`config.mk`:
```
export PLATFORM = sky130hd
export DESIGN_NAME = dtf_parse
export DESIGN_NICKNAME = d
export VERILOG_FILES = /design/src/rtl/core/dtf_pkg.sv /design/src/rtl/core/dtf_parse.sv
export SDC_FILE = /design/constraint.sdc
export NUM_CORES = 1
export LEC_CHECK = 0
export ABC_CLOCK_PERIOD_IN_PS = 5400
export BUFFER_PORTS_ARGS = -buffer_cell sky130_fd_sc_hd__buf_2
export CAP_MARGIN = 10
export CORE_UTILIZATION = 35
export CTS_CLUSTER_SIZE = 24
export DETAILED_ROUTE_END_ITERATION = 10
export MAX_ROUTING_LAYER = met4
export PLACE_DENSITY = 0.58
export REMOVE_ABC_BUFFERS = 1
export SLEW_MARGIN = 0
export SYNTH_ARGS = -nofsm -noshare
export SYNTH_HDL_FRONTEND = slang
export SYNTH_SLANG_ARGS = --single-unit
```
`constraint.sdc`:
```
create_clock -name i_clk -period 5.4 [get_ports i_clk]
set_clock_uncertainty 0.15 [all_clocks]
set_input_delay 1.08 -clock i_clk [delete_from_list [all_inputs] [get_ports i_clk]]
set_output_delay 1.08 -clock i_clk [all_outputs]
set_load 0.005 [all_outputs]
```
`src/rtl/core/dtf_pkg.sv`:
```
// ============================================================================
// dtf_pkg - shared types and constants for the decimal text parser
// Holds the parse phase encoding, status codes, character codes and the
// power-of-ten function that fills the table used to pad the fraction.
// ============================================================================
package dtf_pkg;

    localparam int unsigned VALUE_W = 64;
    localparam int unsigned FRAC_W  = 5;
    localparam int unsigned CH_W    = 8;
    localparam int unsigned ST_W    = 2;
    localparam int unsigned POW_N   = 1 << FRAC_W;

    // Parse phases.
    typedef enum logic [2:0] {
        PH_LEAD  = 3'd0,
        PH_INT   = 3'd1,
        PH_FRAC  = 3'd2,
        PH_TRAIL = 3'd3
    } t_phase;

    // Result status codes.
    localparam logic [ST_W-1:0] ST_OK      = 2'd0;
    localparam logic [ST_W-1:0] ST_BLANK   = 2'd1;
    localparam logic [ST_W-1:0] ST_INVALID = 2'd2;

    // Character codes.
    localparam logic [CH_W-1:0] CH_NUL   = 8'h00;
    localparam logic [CH_W-1:0] CH_MINUS = 8'h2D;
    localparam logic [CH_W-1:0] CH_PLUS  = 8'h2B;
    localparam logic [CH_W-1:0] CH_DOT   = 8'h2E;
    localparam logic [CH_W-1:0] CH_ZERO  = 8'h30;
    localparam logic [CH_W-1:0] CH_NINE  = 8'h39;
    localparam logic [CH_W-1:0] CH_SPACE = 8'h20;
    localparam logic [CH_W-1:0] CH_TAB   = 8'h09;
    localparam logic [CH_W-1:0] CH_CR    = 8'h0D;

    // Everything the scaler needs to finish one string.
    typedef struct packed {
        logic [VALUE_W-1:0] accum;
        logic               negative;
        logic [FRAC_W-1:0]  pad;
        logic [ST_W-1:0]    status;
    } t_term;

    // Ten to the k, modulo two to the value width.
    function automatic logic [VALUE_W-1:0] f_pow10(int unsigned k);
        logic [VALUE_W-1:0] p;
        p = VALUE_W'(1);
        for (int unsigned i = 0; i < k; i++) begin
            p = (p << 3) + (p << 1);
        end
        return p;
    endfunction

endpackage

```
`src/rtl/core/dtf_parse.sv`:
```
// ============================================================================
// dtf_parse - character parser
// Walks the text one character per cycle while i_take is high, keeps the running
// value and flags, and hands a finished string to the scaler at the terminator.
// ============================================================================
module dtf_parse import dtf_pkg::*; (
    input  logic              i_clk,
    input  logic              i_rst_n,
    input  logic              i_take,
    input  logic [CH_W-1:0]   i_ch,
    input  logic [FRAC_W-1:0] i_frac_digits,
    output logic              o_term_valid,
    output t_term             o_term
);

    t_phase             r_phase,      n_phase;
    logic [VALUE_W-1:0] r_accum,      n_accum;
    logic               r_negative,   n_negative;
    logic [FRAC_W-1:0]  r_frac_count, n_frac_count;
    logic               r_digit_seen, n_digit_seen;
    logic               r_error_seen, n_error_seen;

    logic               w_blank;
    logic               w_digit;
    logic               w_skip;
    t_phase             w_phase_eff;
    logic [VALUE_W-1:0] w_accum_digit;

    assign w_blank = (i_ch == CH_SPACE) || ((i_ch >= CH_TAB) && (i_ch <= CH_CR));
    assign w_digit = (i_ch >= CH_ZERO) && (i_ch <= CH_NINE);
    // A digit's value is its low nibble.
    assign w_accum_digit = (r_accum << 3) + (r_accum << 1)
                         + {{(VALUE_W-4){1'b0}}, i_ch[3:0]};

    always_comb begin
        n_phase      = r_phase;
        n_accum      = r_accum;
        n_negative   = r_negative;
        n_frac_count = r_frac_count;
        n_digit_seen = r_digit_seen;
        n_error_seen = r_error_seen;
        w_skip       = 1'b0;
        w_phase_eff  = r_phase;

        if (i_take) begin
            if (i_ch == CH_NUL) begin
                n_phase      = PH_LEAD;
                n_accum      = '0;
                n_negative   = 1'b0;
                n_frac_count = '0;
                n_digit_seen = 1'b0;
                n_error_seen = 1'b0;
            end else if (!r_error_seen) begin
                if (r_phase == PH_LEAD) begin
                    if (w_blank) begin
                        w_skip = 1'b1;
                    end else begin
                        n_phase     = PH_INT;
                        w_phase_eff = PH_INT;
                        if (i_ch == CH_MINUS) begin
                            n_negative = 1'b1;
                            w_skip     = 1'b1;
                        end else if (i_ch == CH_PLUS) begin
                            w_skip = 1'b1;
                        end
                    end
                end
                if (!w_skip) begin
                    case (w_phase_eff)
                        PH_INT: begin
                            if (w_digit) begin
                                n_accum      = w_accum_digit;
                                n_digit_seen = 1'b1;
                            end else if (i_ch == CH_DOT) begin
                                n_phase = PH_FRAC;
                            end else if (w_blank && r_digit_seen) begin
                                n_phase = PH_TRAIL;
                            end else begin
                                n_error_seen = 1'b1;
                            end
                        end
                        PH_FRAC: begin
                            if (w_digit) begin
                                if (r_frac_count < i_frac_digits) begin
                                    n_accum      = w_accum_digit;
                                    n_frac_count = r_frac_count + FRAC_W'(1);
                                    n_digit_seen = 1'b1;
                                end else if (!r_digit_seen) begin
                                    n_error_seen = 1'b1;
                                end
                            end else if (w_blank && r_digit_seen) begin
                                n_phase = PH_TRAIL;
                            end else begin
                                n_error_seen = 1'b1;
                            end
                        end
                        default: begin
                            if (!w_blank) begin
                                n_error_seen = 1'b1;
                            end
                        end
                    endcase
                end
            end
        end
    end

    always_ff @(posedge i_clk) begin
        if (!i_rst_n) begin
            r_phase      <= PH_LEAD;
            r_accum      <= '0;
            r_negative   <= 1'b0;
            r_frac_count <= '0;
            r_digit_seen <= 1'b0;
            r_error_seen <= 1'b0;
        end else begin
            r_phase      <= n_phase;
            r_accum      <= n_accum;
            r_negative   <= n_negative;
            r_frac_count <= n_frac_count;
            r_digit_seen <= n_digit_seen;
            r_error_seen <= n_error_seen;
        end
    end

    // Summary of the string as it stands when the terminator arrives.
    logic w_ok;
    always_comb begin
        w_ok = 1'b0;
        if (r_error_seen) begin
            o_term.status = ST_INVALID;
        end else if (r_phase == PH_LEAD) begin
            o_term.status = ST_BLANK;
        end else if (!r_digit_seen) begin
            o_term.status = ST_INVALID;
        end else begin
            o_term.status = ST_OK;
            w_ok          = 1'b1;
        end
        o_term.accum    = w_ok ? r_accum : '0;
        o_term.negative = w_ok && r_negative;
        o_term.pad      = (i_frac_digits > r_frac_count) ? (i_frac_digits - r_frac_count)
                                                         : '0;
    end

    assign o_term_valid = i_take && (i_ch == CH_NUL);

endmodule

```
# Word level (Yosys, flattened, before mapping)
# Cells that the tools add are included.
[word_totals]
input_bits = 16
word_cells = 110
register_bits = 75
[op_classes]
n_mux = 64
n_eq_ne = 12
magnitude_cmp = 6
n_addsub = 4
n_reduce_logical = 18
[op_table]
columns = ["cell", "n"]
rows = [
  ["$mux 64", 7],
  ["$pmux 64 s2", 1],
  ["$add 64x4->64", 1],
  ["$add 64x64->64", 1],
  ["$mux 3", 12],
  ["$mux 5", 7],
  ["$eq 8x6->1 const B", 4],
  ["$mux 1", 31],
  ["$reduce_bool 2->1", 5],
  ["$ne 3x3->1 const B", 3],
  ["$ge 8x4->1 const B", 1],
  ["$ge 8x6->1 const B", 1],
  ["$le 8x4->1 const B", 1],
  ["$le 8x6->1 const B", 1],
  ["$logic_not 8->1", 1],
  ["$reduce_and 7->1", 1],
  ["$mux 2", 3],
  ["$pmux 3 s2", 1],
  ["$reduce_and 6->1", 1],
  ["$add 5x1->5 const B", 1],
  ["$gt 5x5->1", 1],
  ["$logic_and 1x1->1", 5],
  ["$lt 5x5->1", 1],
  ["$reduce_and 5->1", 1],
  ["10 further kinds", 12],
]

# Depth between registers and ports, before layout
[logic_depth]
depth_word = 13
ltp_mapped = 14
depth_no_buf = 14

# Worst setup path before layout
# No wires, ideal clock.
[synth_path]
path_type = "in2reg"
start = "input i_ch[3]"
end = "register r_accum[58]"
path_slack_ns = 1.213
required_time_ns = 5.187
t_arrival_ns = 3.974
path_buffers = 0
setup_time_ns = 0.063
cell_stages = 13
cell_sequence = "inv_1 > fa_1 > fa_1 > nor2b_1 > o31a_2 > nor4_2 > o21ai_2 > o21a_1 > a211oi_2 > nor4_2 > o211ai_1 > a2111o_1 > nand3_1"
[synth_between]
elab_chain_len = 13
word_cells_on_any_way = 40
cone_classes = "add/sub (1); order compare (4); eq/ne (10); mux (19); reduce/logical (6)"
[synth_rtl]
columns = ["item", "line_no", "text"]
rows = [
  ["start: declaration", "dtf_parse.sv:10", "input logic [CH_W-1:0] i_ch,"],
  ["$ge 8x4->1 / $le 8x4->1 (equally long branches)", "dtf_parse.sv:29", "assign w_blank = (i_ch == CH_SPACE) || ((i_ch >= CH_TAB) && (i_ch <= CH_CR));"],
  ["$logic_and 1x1->1", "dtf_parse.sv:29", ""],
  ["$logic_or 1x1->1", "dtf_parse.sv:29", ""],
  ["$mux 3", "dtf_parse.sv:55", "if (w_blank) begin"],
  ["$mux 3", "dtf_parse.sv:54", "if (r_phase == PH_LEAD) begin"],
  ["$mux 3", "dtf_parse.sv:53", "end else if (!r_error_seen) begin"],
  ["$mux 3", "dtf_parse.sv:46", "if (i_ch == CH_NUL) begin"],
  ["$mux 3", "dtf_parse.sv:45", "if (i_take) begin"],
  ["$eq 3x2->1 / $eq 3x1->1 (equally long branches)", "dtf_parse.sv:69", "case (w_phase_eff)"],
  ["$pmux 64 s2", "dtf_parse.sv:69", ""],
  ["$mux 64", "dtf_parse.sv:68", "if (!w_skip) begin"],
  ["$mux 64", "dtf_parse.sv:53", ""],
  ["$mux 64", "dtf_parse.sv:46", ""],
  ["end signal: assignment", "dtf_parse.sv:118", "r_accum <= n_accum;"],
  ["end: declaration", "dtf_parse.sv:17", "logic [VALUE_W-1:0] r_accum, n_accum;"],
]
# Several ways; a longest one is shown, not always the timed one. The select of a mux whose other input is x is not followed.
# A chain may end at the register's enable or synchronous reset.

# Final worst setup path
# Same ends and word-level chain as after synthesis.

==> run metrics <==
final setup TNS 0 ns; flops & latches, synth 75; relative slew slack 41.13%; Slew @ Worst Pin 0.8831 ns; P_int 966.3 uW; Syn Inst Count 1082; final worst slack 0.9724 ns; syn avg cell area 7.624 um2; Core ar. 22850 um2; peak supply drop 0.1181 mV; net switching power 313.1 uW; Hold-fix buffers, CTS 0; Crit Path Max Fanout 5; clock root buffer clkbuf_16; nets 1274; final hold viol count 0; f_max 225.9 MHz; final setup fails 0; Arrival @ worst endpoint 4.57 ns; critical hold path startpoint r_negative; worst r2r src r_accum[0]; RSZ-0062 raised after global routing no; H-Tree Depth 3; WHS Endpoint r_negative; Clock Sinks 75; R2R Path End r_accum[58]; Starting DRT DRC Count 498; DR vias/cell 5.431; DRC Markers 0; min cycle time layout 4.428 ns; worst slack, placed 0.6200 ns; Die X 155.5 um; # IOs 89; slowest cell delay on critical path 0.52 ns; clock network power share 51.1%; Post-synth EDFFs 0; worst hold path class flop to flop; switching share of power 24.48%; area of the die 24190 um2; CTS resizes 0; PortBufs 88; area grow syn2layout 11.72%; Tot GR Track Use 20.42%; critical path type input pin to flop; Final period util 81.99%; Synth Cell Area 8249 um2; Yosys Warn Count 0; post-CTS setup buffers 0; number of global-route vias before repair 7565; Die Ht 155.5 um; depth of the most critical reg-to-reg path 13; share of cells above drive strength 1 12.63%; Logic pwr share 5.3%; Post-DRT Antenna Nets 0; clock slew at reported path FFs 0.07 ns; DP Cell Count 1429; critical-path cell list buf_2 > inv_1 > fa_1 > fa_1 > nor2b_1 > o31a_2 > nor4_2 > o21ai_2 > o21a_1 > a211oi_2 > nor4_2 > o211ai_1 > a2111o_1 > nand3_1; clk_lat worst skew 0.35 ns; Initial Util 36.11%; sequential cell area fraction in the yosys report 18.20%; largest net degree at the start of global routing 43; TritonCTS clock tree yes; status completed; dpl hpwl 18020 um; Non-Filler Instances 1445; DR vias 7848; R2R setup slack 1.47 ns; final core occ 40.34%; Synth Flop Type dfxtp_1; kind of end point of the critical path flop; CTS buffer count 9; routed wire length 23300 um; number of library cell types mapped by synthesis 73; diodes inserted 0; Flop pwr share 43.6%; worst path required time 5.54 ns; num rows 55; Routed wire per std cell 16.12 um; total gr overflow 0; Slowest-stage cell, CP fa_1; Max Root-Sink Buffers 2; hold path cells 2; DR pass1 iterations 5; Cell Pwr Density 138.8 nW/um2; startpoint types input pin; first-pass GRT wire length 38960 um; leakage 0.004334 uW; initial antenna violation count 0; Slew Viols, Final 0; max capacitance violation total 0; async set-reset flop share out of synthesis 0%; Placer Congestion 0.9004
-- layout make-up --
cell class / instances / area [um2]
inverter: 35 / 131.4
multi-input combinational: 908 / 6364
sequential: 75 / 1501
fill: 2435 / 13630
clock buffer: 11 / 252.7
timing repair buffer: 98 / 515.5
tap: 313 / 391.6
clock inverter: 5 / 60.06
-- sequential cells by signal (all words and copies together), names as in the netlist --
register and flops:
r_error_seen 1, r_negative 1, r_frac_count 5, r_digit_seen 1, r_accum 64, r_phase 3
-- power by group through the flow --
stage | clock network [uW] | logic [uW] | registers (uW)
6_report | 654 | 68.2 | 558
5_1_grt | 696 | 76.7 | 558
4_1_cts | 673 | 69.2 | 557
3_5_place_dp | 0 | 68.9 | 570
3_3_place_gp | 0 | 67.7 | 570
2_1_floorplan | 0 | 35.6 | 569
-- how the worst max path moves through the flow --
stage,from,endpoint,slack [ns],cells past startpoint
2_1_floorplan,i_ch[4],r_accum[63],-0.84,6
6_report,i_ch[3],r_accum[58],0.97,14
4_1_cts,i_ch[3],r_accum[58],0.98,14
3_5_place_dp,i_ch[3],r_accum[60],0.62,14
3_3_place_gp,i_ch[3],r_accum[58],0.75,14
5_1_grt,i_ch[3],r_accum[63],0.68,15
-- cell usage after synthesis (21+ instances only) --
| master | n | share of area [%] |
|---|---|---|
| nand3_1 | 35 | 2.1 |
| a21oi_1 | 103 | 6.2 |
| ha_1 | 128 | 19 |
| nand2_1 | 99 | 4.5 |
| buf_2 | 21 | 1.3 |
| xor2_1 | 28 | 3.0 |
| inv_1 | 34 | 1.5 |
| and2_1 | 73 | 5.5 |
| nor3_1 | 41 | 2.5 |
| xnor2_1 | 32 | 3.4 |
| clkbuf_1 | 41 | 1.9 |
| dfxtp_1 | 75 | 18 |
| nor2_1 | 59 | 2.7 |
| o21ai_0 | 48 | 2.9 |
| a21o_1 | 30 | 2.7 |
| nor2b_1 | 38 | 2.9 |
| nand4_1 | 22 | 1.7 |
-- stage by stage --
step | hold slack, ns | cell area (um2) | power, uW
final | 0.3304 | 9216 | 1279
after global routing | 0.3593 | 9216 | 1331
after CTS | 0.3324 | 9216 | 1300
after detailed placement | 0.3166 | 8904 | 639.1
after global placement | 0.3098 | 8904 | 637.7
after floorplan | 0.2818 | 7975 | 604.6
-- critical path: cells and delay by family --
family	cells	cell delay (ns)
AOI/OAI and AO/OA	6	1.50
adders and majority gates	2	0.97
and+or+nand+nor	4	0.79
buffers and inverters	2	0.22
-- cells by family (layout without fill, tap and decap cells) --
logic type | Yosys count | after routing | share of synthesized area [%]
AO/OA/AOI/OAI | 312 | 312 | 25.04
XOR/XNOR | 60 | 60 | 6.370
adder cells (fa/ha/maj) | 131 | 131 | 20.14
buffers and inverters | 99 | 149 | 4.914
flip-flops | 75 | 75 | 18.20
multiplexers | 1 | 1 | 0.1213
AND/OR/NAND/NOR | 404 | 404 | 25.21
-- layer usage --
metal  track usage, %  wire length, um
met5                -                0
met4            5.602              386
met3            2.730              846
met2            31.75            10360
met1            27.58            11710
-- placed cells by master (no fill, tap or decap), drive strengths merged, types with 3 or more instances in the layout --
| master | count |
|---|---|
| and2 | 73 |
| o221ai | 3 |
| and3 | 4 |
| nand3 | 35 |
| o2111ai | 4 |
| buf | 98 |
| dfxtp | 75 |
| a21oi | 104 |
| or2 | 4 |
| inv | 36 |
| xor2 | 28 |
| nand2 | 99 |
| clkbuf | 11 |
| nand4 | 22 |
| a31oi | 9 |
| o31ai | 8 |
| nor2b | 38 |
| xnor2 | 32 |
| nor3 | 41 |
| a41oi | 4 |
| o21a | 9 |
| a211oi | 10 |
| nor2 | 59 |
| or3 | 5 |
| o211ai | 4 |
| ha | 128 |
| and4 | 5 |
| o21bai | 14 |
| nand2b | 7 |
| o21ai | 63 |
| nor4 | 7 |
| a21boi | 19 |
| o21ba | 3 |
| fa | 3 |
| a21o | 30 |
Power figures use the tool's default switching activity.
